**config.mk**
```make
export PLATFORM = sky130hd
export DESIGN_NAME = mrmc_ctrl
export DESIGN_NICKNAME = d
export VERILOG_FILES = /design/src/sv/mrmc_pkg.sv /design/src/sv/mrmc_ctrl.sv
export SDC_FILE = /design/constraint.sdc
export NUM_CORES = 1
export LEC_CHECK = 0
export ABC_AREA = 0
export BUFFER_PORTS_ARGS = -buffer_cell sky130_fd_sc_hd__buf_2
export CORE_UTILIZATION = 43
export DETAILED_ROUTE_END_ITERATION = 7
export PLACE_DENSITY = 0.78
export SYNTH_ARGS = -nofsm -noshare
export SYNTH_HDL_FRONTEND = slang
export SYNTH_SLANG_ARGS = --single-unit
```
**constraint.sdc**
```tcl
create_clock -name i_clk -period 1.9 [get_ports i_clk]
set_input_delay 0.38 -clock i_clk [delete_from_list [all_inputs] [get_ports i_clk]]
set_output_delay 0.38 -clock i_clk [all_outputs]
set_load 0.01 [all_outputs]
```
**src/sv/mrmc_pkg.sv**
```systemverilog
// ----------------------------------------------------------------------------
// Memory region map carver package
// Shared types, constants and codes for the region table carver.
// ----------------------------------------------------------------------------
package mrmc_pkg;

    localparam int MAX_REGIONS = 64;
    localparam int IDX_W       = $clog2(MAX_REGIONS);
    localparam int CNT_W       = IDX_W + 1;
    localparam int N_W         = IDX_W + 2;
    localparam int ADDR_W      = IDX_W + 1;
    localparam int WIDE_BIT    = 31;

    typedef enum logic [1:0] {
        OP_ADD     = 2'd0,
        OP_RESERVE = 2'd1,
        OP_ALIGN   = 2'd2,
        OP_READ    = 2'd3
    } t_op;

    typedef enum logic [2:0] {
        ST_OK      = 3'd0,
        ST_WIDE    = 3'd1,
        ST_OVERLAP = 3'd2,
        ST_FULL    = 3'd3,
        ST_BAD_IDX = 3'd4
    } t_status;

    typedef enum logic [0:0] {
        CFG_AVAILABLE = 1'b0,
        CFG_RESERVED  = 1'b1
    } t_cfg_idx;

    typedef enum logic [2:0] {
        WS_COPY,
        WS_LO,
        WS_HI,
        WS_NEW,
        WS_ALIGN
    } t_wsel;

    typedef enum logic [3:0] {
        S_IDLE,
        S_DISP,
        S_RD,
        S_RD_EV,
        S_CK_RD,
        S_CK_EV,
        S_AP_RD,
        S_AP_EV,
        S_AP_HI,
        S_AP_NEW,
        S_AL_RD,
        S_AL_EV,
        S_DONE
    } t_state;

    typedef struct packed {
        t_op         command;
        logic [31:0] region_base;
        logic [31:0] region_size;
        logic [7:0]  region_type;
        logic [31:0] align_bytes;
        logic [5:0]  entry_index;
    } t_in;

    typedef struct packed {
        t_status     status;
        logic [31:0] entry_base;
        logic [31:0] entry_size;
        logic [7:0]  entry_type;
        logic [6:0]  entry_count;
    } t_out;

    typedef struct packed {
        logic [31:0] base;
        logic [31:0] size;
        logic [7:0]  rtype;
    } t_entry;

    typedef struct packed {
        logic    cap;
        logic    clr_i;
        logic    inc_i;
        logic    clr_n;
        logic    inc_n;
        logic    rd;
        logic    rd_idx;
        logic    wr;
        t_wsel   wsel;
        logic    commit;
        logic    set_fault;
        logic    st_we;
        t_status st;
        logic    data_ok;
        logic    out_load;
    } t_cmd;

    typedef struct packed {
        t_op  op;
        logic fault;
        logic wide;
        logic empty;
        logic i_end;
        logic idx_bad;
        logic ovl;
        logic bad_type;
        logic lo;
        logic hi;
        logic al_ok;
        logic n_full;
        logic out_busy;
    } t_sts;

endpackage

```
**src/sv/mrmc_ctrl.sv**
```systemverilog
// ----------------------------------------------------------------------------
// Memory region map carver controller
// Sequences the check, carve, align and read passes over the region table.
// ----------------------------------------------------------------------------
module mrmc_ctrl (
    input  logic          i_clk,
    input  logic          i_rst_n,
    input  logic          i_in_valid,
    output logic          o_in_stall,
    input  mrmc_pkg::t_sts i_sts,
    output mrmc_pkg::t_cmd o_cmd
);
    import mrmc_pkg::*;

    t_state r_state, n_state;

    always_ff @(posedge i_clk) begin
        if (!i_rst_n) begin
            r_state <= S_IDLE;
        end else begin
            r_state <= n_state;
        end
    end

    assign o_in_stall = (r_state != S_IDLE);

    always_comb begin
        n_state = r_state;
        o_cmd   = '0;
        o_cmd.wsel = WS_COPY;
        o_cmd.st   = ST_OK;
        case (r_state)
            S_IDLE: begin
                if (i_in_valid) begin
                    o_cmd.cap = 1'b1;
                    n_state   = S_DISP;
                end
            end
            S_DISP: begin
                o_cmd.clr_i = 1'b1;
                o_cmd.clr_n = 1'b1;
                o_cmd.st_we = 1'b1;
                if (i_sts.op == OP_READ) begin
                    n_state = S_RD;
                end else if (i_sts.fault) begin
                    o_cmd.st = ST_OVERLAP;
                    n_state  = S_DONE;
                end else if (i_sts.op == OP_ALIGN) begin
                    n_state = S_AL_RD;
                end else if (i_sts.wide) begin
                    o_cmd.st = ST_WIDE;
                    n_state  = S_DONE;
                end else if (i_sts.empty) begin
                    n_state = S_DONE;
                end else begin
                    n_state = S_CK_RD;
                end
            end
            S_RD: begin
                if (i_sts.idx_bad) begin
                    o_cmd.st_we = 1'b1;
                    o_cmd.st    = ST_BAD_IDX;
                    n_state     = S_DONE;
                end else begin
                    o_cmd.rd     = 1'b1;
                    o_cmd.rd_idx = 1'b1;
                    n_state      = S_RD_EV;
                end
            end
            S_RD_EV: begin
                o_cmd.st_we   = 1'b1;
                o_cmd.st      = i_sts.fault ? ST_OVERLAP : ST_OK;
                o_cmd.data_ok = 1'b1;
                n_state       = S_DONE;
            end
            S_CK_RD: begin
                if (i_sts.i_end) begin
                    o_cmd.clr_i = 1'b1;
                    n_state     = S_AP_RD;
                end else begin
                    o_cmd.rd = 1'b1;
                    n_state  = S_CK_EV;
                end
            end
            S_CK_EV: begin
                if (i_sts.ovl && i_sts.bad_type) begin
                    o_cmd.set_fault = 1'b1;
                    o_cmd.st_we     = 1'b1;
                    o_cmd.st        = ST_OVERLAP;
                    n_state         = S_DONE;
                end else begin
                    o_cmd.inc_i = 1'b1;
                    n_state     = S_CK_RD;
                end
            end
            S_AP_RD: begin
                if (i_sts.i_end) begin
                    n_state = S_AP_NEW;
                end else begin
                    o_cmd.rd = 1'b1;
                    n_state  = S_AP_EV;
                end
            end
            S_AP_EV: begin
                n_state = S_AP_RD;
                if (!i_sts.ovl) begin
                    o_cmd.wr    = 1'b1;
                    o_cmd.wsel  = WS_COPY;
                    o_cmd.inc_n = 1'b1;
                    o_cmd.inc_i = 1'b1;
                end else if (i_sts.lo) begin
                    o_cmd.wr    = 1'b1;
                    o_cmd.wsel  = WS_LO;
                    o_cmd.inc_n = 1'b1;
                    if (i_sts.hi) begin
                        n_state = S_AP_HI;
                    end else begin
                        o_cmd.inc_i = 1'b1;
                    end
                end else if (i_sts.hi) begin
                    o_cmd.wr    = 1'b1;
                    o_cmd.wsel  = WS_HI;
                    o_cmd.inc_n = 1'b1;
                    o_cmd.inc_i = 1'b1;
                end else begin
                    o_cmd.inc_i = 1'b1;
                end
            end
            S_AP_HI: begin
                o_cmd.wr    = 1'b1;
                o_cmd.wsel  = WS_HI;
                o_cmd.inc_n = 1'b1;
                o_cmd.inc_i = 1'b1;
                n_state     = S_AP_RD;
            end
            S_AP_NEW: begin
                o_cmd.st_we = 1'b1;
                n_state     = S_DONE;
                if (i_sts.n_full) begin
                    o_cmd.st = ST_FULL;
                end else begin
                    o_cmd.wr     = 1'b1;
                    o_cmd.wsel   = WS_NEW;
                    o_cmd.commit = 1'b1;
                end
            end
            S_AL_RD: begin
                if (i_sts.i_end) begin
                    n_state = S_DONE;
                end else begin
                    o_cmd.rd = 1'b1;
                    n_state  = S_AL_EV;
                end
            end
            S_AL_EV: begin
                o_cmd.wr    = i_sts.al_ok;
                o_cmd.wsel  = WS_ALIGN;
                o_cmd.inc_i = 1'b1;
                n_state     = S_AL_RD;
            end
            S_DONE: begin
                if (!i_sts.out_busy) begin
                    o_cmd.out_load = 1'b1;
                    n_state        = S_IDLE;
                end
            end
            default: begin
                n_state = S_IDLE;
            end
        endcase
    end

endmodule

```
### After elaboration in Yosys (flattened, before gate mapping)

Cells that the tools add are included.

* flip-flop bits (word level): 4
* input bits: 17
* output and inout bits: 20
* logic and storage cells: 77

* eq/ne operators: 16
* mux-type cells: 53
* reduce and logical (&&, ||, !) cells: 7

Operators with widths (number)
* $mux W4: 17
* $pmux W4 S12: 1
* $eq A4 B4 Y1 const B: 5
* $mux W1: 20
* $pmux W4 S5: 1
* $eq A4 B3 Y1 const B: 4
* $pmux W4 S4: 1
* $mux W2: 6
* $mux W5: 2
* $eq A4 B2 Y1 const B: 2
* $pmux W1 S2: 3
* $eq A2 B2 Y1 const B: 2
* $eq A4 B1 Y1 const B: 1
* $logic_not A4 Y1: 1
* $ne A2 B2 Y1 const B: 2
* $reduce_bool A4 Y1: 1
* $reduce_or A2 Y1: 2
* $mux W3: 1
* $pmux W1 S3: 1
* $reduce_or A3 Y1: 1
* $reduce_and A2 Y1: 1
* $logic_and A1 B1 Y1: 1

### Longest topological paths before layout

* depth after elaboration: 6
* depth in mapped cells: 5
* gate-level depth less buffers: 4

### Worst setup path before layout

OpenSTA, ideal clock, no wires.

* path type: register -> output
* start point: reg r_state[1]
* end point: out o_cmd[11] (netlist name)
* arrival time: 1.286 ns
* data required time: 1.520 ns
* slack: 0.234 ns
* stages on the path, launching flop included: 5
* path buffers: 1
* cell sequence: dfxtp_1 > buf_2 > nand2_1 > o31ai_1 > a211o_1

RTL lines
* start: declaration: line mrmc_ctrl.sv:15 `t_state r_state, n_state;`
* start signal: assignment: line mrmc_ctrl.sv:21 `r_state <= n_state;`
* end: declaration: line mrmc_ctrl.sv:11 `output mrmc_pkg::t_cmd o_cmd`

==> results_dict.tcl <==
set metrics [dict create \
    crit_path_top_delay_cell "sky130_fd_sc_hd__dfxtp_4" \
    static-leakage-power_nw 0.449 \
    layout_worst_path_cycle_share 0.962 \
    finalNetCount 160 \
    intPower_mw 0.665 \
    cts_tree "done" \
    final_core_utilization 0.689 \
    netlist_instances 103 \
    antenna_violating_nets_post_route 0 \
    synth-async-reset-ratio 0 \
    slew_headroom 0.812 \
    finalWorstPathRequiredPeriod_ps 1830 \
    cts_inserted_buffers 3 \
    power.share.sequential 0.187 \
    postSynthNetCount 120 \
    setup_violations 0 \
    cp_top_family "flip-flops" \
    start_util 0.484 \
    worst_hold_slack_ps 413 \
    min_path_type "in -> reg" \
    pre_cts_ws_ps 102 \
    rows 13 \
    num_io_pins 37 \
    drive_above_1_share 0.418 \
    layout_commonest_cell "sky130_fd_sc_hd__buf_2" \
    fin_worst_skew_ps 0.352 \
    total_grt_overflow 0 \
    timing.critical_path.fanout_max 11 \
    fmaxAchievable_mhz 547 \
    avgViaCountPerCell 6.04 \
    clock_sinks 4 \
    rsz_0062_raised_after_global_routing "no" \
    ctsHoldBuffers 0 \
    fin_ws_ps 72.2 \
    antenna_found_initial 0 \
    synthesis_stage_register_bit_count 4 \
    overall_die_height_um 41.2 \
    htreeDepth 1 \
    cp_cell_sequence "buf_6 > or2_2 > o22ai_2 > buf_2" \
    flow.area_growth_from_synthesis_pct 42.2 \
    setup.worst_path.start_class "flop" \
    finalPower_mw 1.37 \
    count_of_flip_flops_with_a_built_in_enable_after_synthesis 0 \
    largest_net_degree_at_the_start_of_global_routing 18 \
    final_cell_mix "sky130_fd_sc_hd__buf_2, sky130_fd_sc_hd__nand2_1, sky130_fd_sc_hd__nor2_1" \
    timing.final.hold_violations 0 \
    synth.top_cell.area_share 0.121 \
    post-route-drc-count 0 \
    power.density_cell_area_nw_per_um2 1460 \
    synth_ff_type "sky130_fd_sc_hd__dfxtp_1" \
    sw_frac_of_total 0.515 \
    critical_path_required_ps 1520 \
    core_area_sq_um 1370 \
    globalplace.congestion 0.890 \
    dp_hpwl_um 1630 \
    yosys_warnings 0 \
    clk_latency_ps 230 \
    tightest_slew_ps 281 \
    drt-initial-drc-count 40 \
    final_max_slew_viol_count 0 \
    number_of_violations_of_the_max_capacitance_limit 0 \
    clock_power_share 0.078 \
    switching_power_mw 0.707 \
    largest_register_ff_count 4 \
    first_global_vias 768 \
    grt_pass1_wl_um 3150 \
    num-fill-cells 135 \
    cts_max_path_buffers 2 \
    synth.top_cells.by_area "sky130_fd_sc_hd__dfxtp_1, sky130_fd_sc_hd__nand2_1, sky130_fd_sc_hd__nor2_1" \
    reg_top3 "r_state (4)" \
    critPathBufInv 2 \
    global_route.usage.total 0.280 \
    antenna_cells_inserted 0 \
    num_vias 943 \
    setup.worst_path.end_class "primary output" \
    port-buffer-count 36 \
    regMostFlops "r_state" \
    syn-cell-area_sq_um 662 \
    first_pass_iters 4 \
    avgRoutedWirePerCell_um 14.5 \
    combinationalPowerShare 0.736 \
    yosysSeqAreaShare 0.121 \
    arrival_ps 1450 \
    critPathMaxStageDelay_ps 380 \
    fp.dieW_um 41.2 \
    synth_top_cell_by_area "sky130_fd_sc_hd__dfxtp_1" \
    critPathKind "reg -> out" \
    result_of_the_run "finished clean" \
    netlist-cell-type-count 36 \
    clk_root_buffer_cell "sky130_fd_sc_hd__clkbuf_4" \
    routed_wire_length_um 2270 \
    final.setup.tns_ps 0 \
    clk_transition_reported_paths_ps 40 \
    synth_area_per_cell_sq_um 6.43 \
    die_footprint_sq_um 1700 \
    power.ir.vdd_worst_mv 0.828 \
]
Yosys cell counts, drive strengths merged, types with 3 or more instances:
cell type / count
a21oi: 7
and3: 3
buf: 7
dfxtp: 4
inv: 3
nand2: 11
nand2b: 4
nand4: 4
nor2: 11
nor2b: 3
nor3: 7
o21ai: 8
o31ai: 3
worst reg2reg max path, cell delays in order (launching register included):
cell                       delay, ps
sky130_fd_sc_hd__dfxtp_2         410
sky130_fd_sc_hd__buf_4           200
sky130_fd_sc_hd__nand2b_1        170
sky130_fd_sc_hd__o21ai_0          90
sky130_fd_sc_hd__a32o_1          210
sky130_fd_sc_hd__o31a_1          240
kinds of logic (layout without fill, tap and decap cells):
family / Yosys count / count (layout) / synth area share
AO/OA/AOI/OAI: 34 / 34 / 0.354
XOR/XNOR: 1 / 1 / 0.0132
buffers and inverters: 10 / 48 / 0.0699
flip-flops: 4 / 4 / 0.121
multiplexers: 1 / 1 / 0.0170
AND/OR/NAND/NOR: 53 / 53 / 0.425
what timing repair did:
| action | 4_1_cts | 5_1_grt |
|---|---|---|
| pin swaps | 0 | 1 |
| endpoints found under the setup margin | 9 | 7 |
| buffers inserted | 0 | 1 |
| hold endpoints to repair | 0 | 0 |
| gates resized for setup | 5 | 12 |
path summary, 6_finish.rpt:
check                          startpoint                      end  slack (ps)  cells after the start
setup / recovery  r_state[3]$_SDFFE_PN0P_                 o_cmd[5]          70                      4
hold / removal                    i_rst_n  r_state[2]$_SDFFE_PN0P_         410                      2
setup reg to reg  r_state[0]$_SDFFE_PN0P_  r_state[3]$_SDFFE_PN0P_         460                      5
hold reg to reg   r_state[1]$_SDFFE_PN0P_  r_state[0]$_SDFFE_PN0P_         670                      2
layer usage:
| layer | part of all wire | GRT usage |
|---|---|---|
| met5 | 0 | 0 |
| met2 | 0.50 | 0.504 |
| met1 | 0.42 | 0.321 |
| met4 | 0.011 | 0.145 |
| met3 | 0.067 | 0.0272 |
power groups by stage:
stage                     Combinational [mW]  Clock (mW)  Sequential [mW]
after detailed placement               0.918           0            0.225
after CTS                              0.928       0.109            0.232
final                                   1.01       0.106            0.256
after global routing                    1.11       0.114            0.267
after floorplan                        0.693           0            0.148
after global placement                 0.908           0            0.224
final cells by class:
cell class | count | area, sq um | share of cell area
clock buffers | 3 | 22.5 | 0.0239
inverters | 3 | 11.3 | 0.0120
multi-input cells | 89 | 567 | 0.602
flip-flops and latches | 4 | 92.6 | 0.0984
repair buffers | 42 | 229 | 0.243
well taps | 15 | 18.8 | 0.0199
metrics by stage:
step	cell area, sq um	cells
after detailed placement	863	152
final	941	156
after global routing	941	156
after CTS	895	155
after floorplan	662	103
after global placement	863	152
Note: power is estimated with default switching activity, not from simulation.
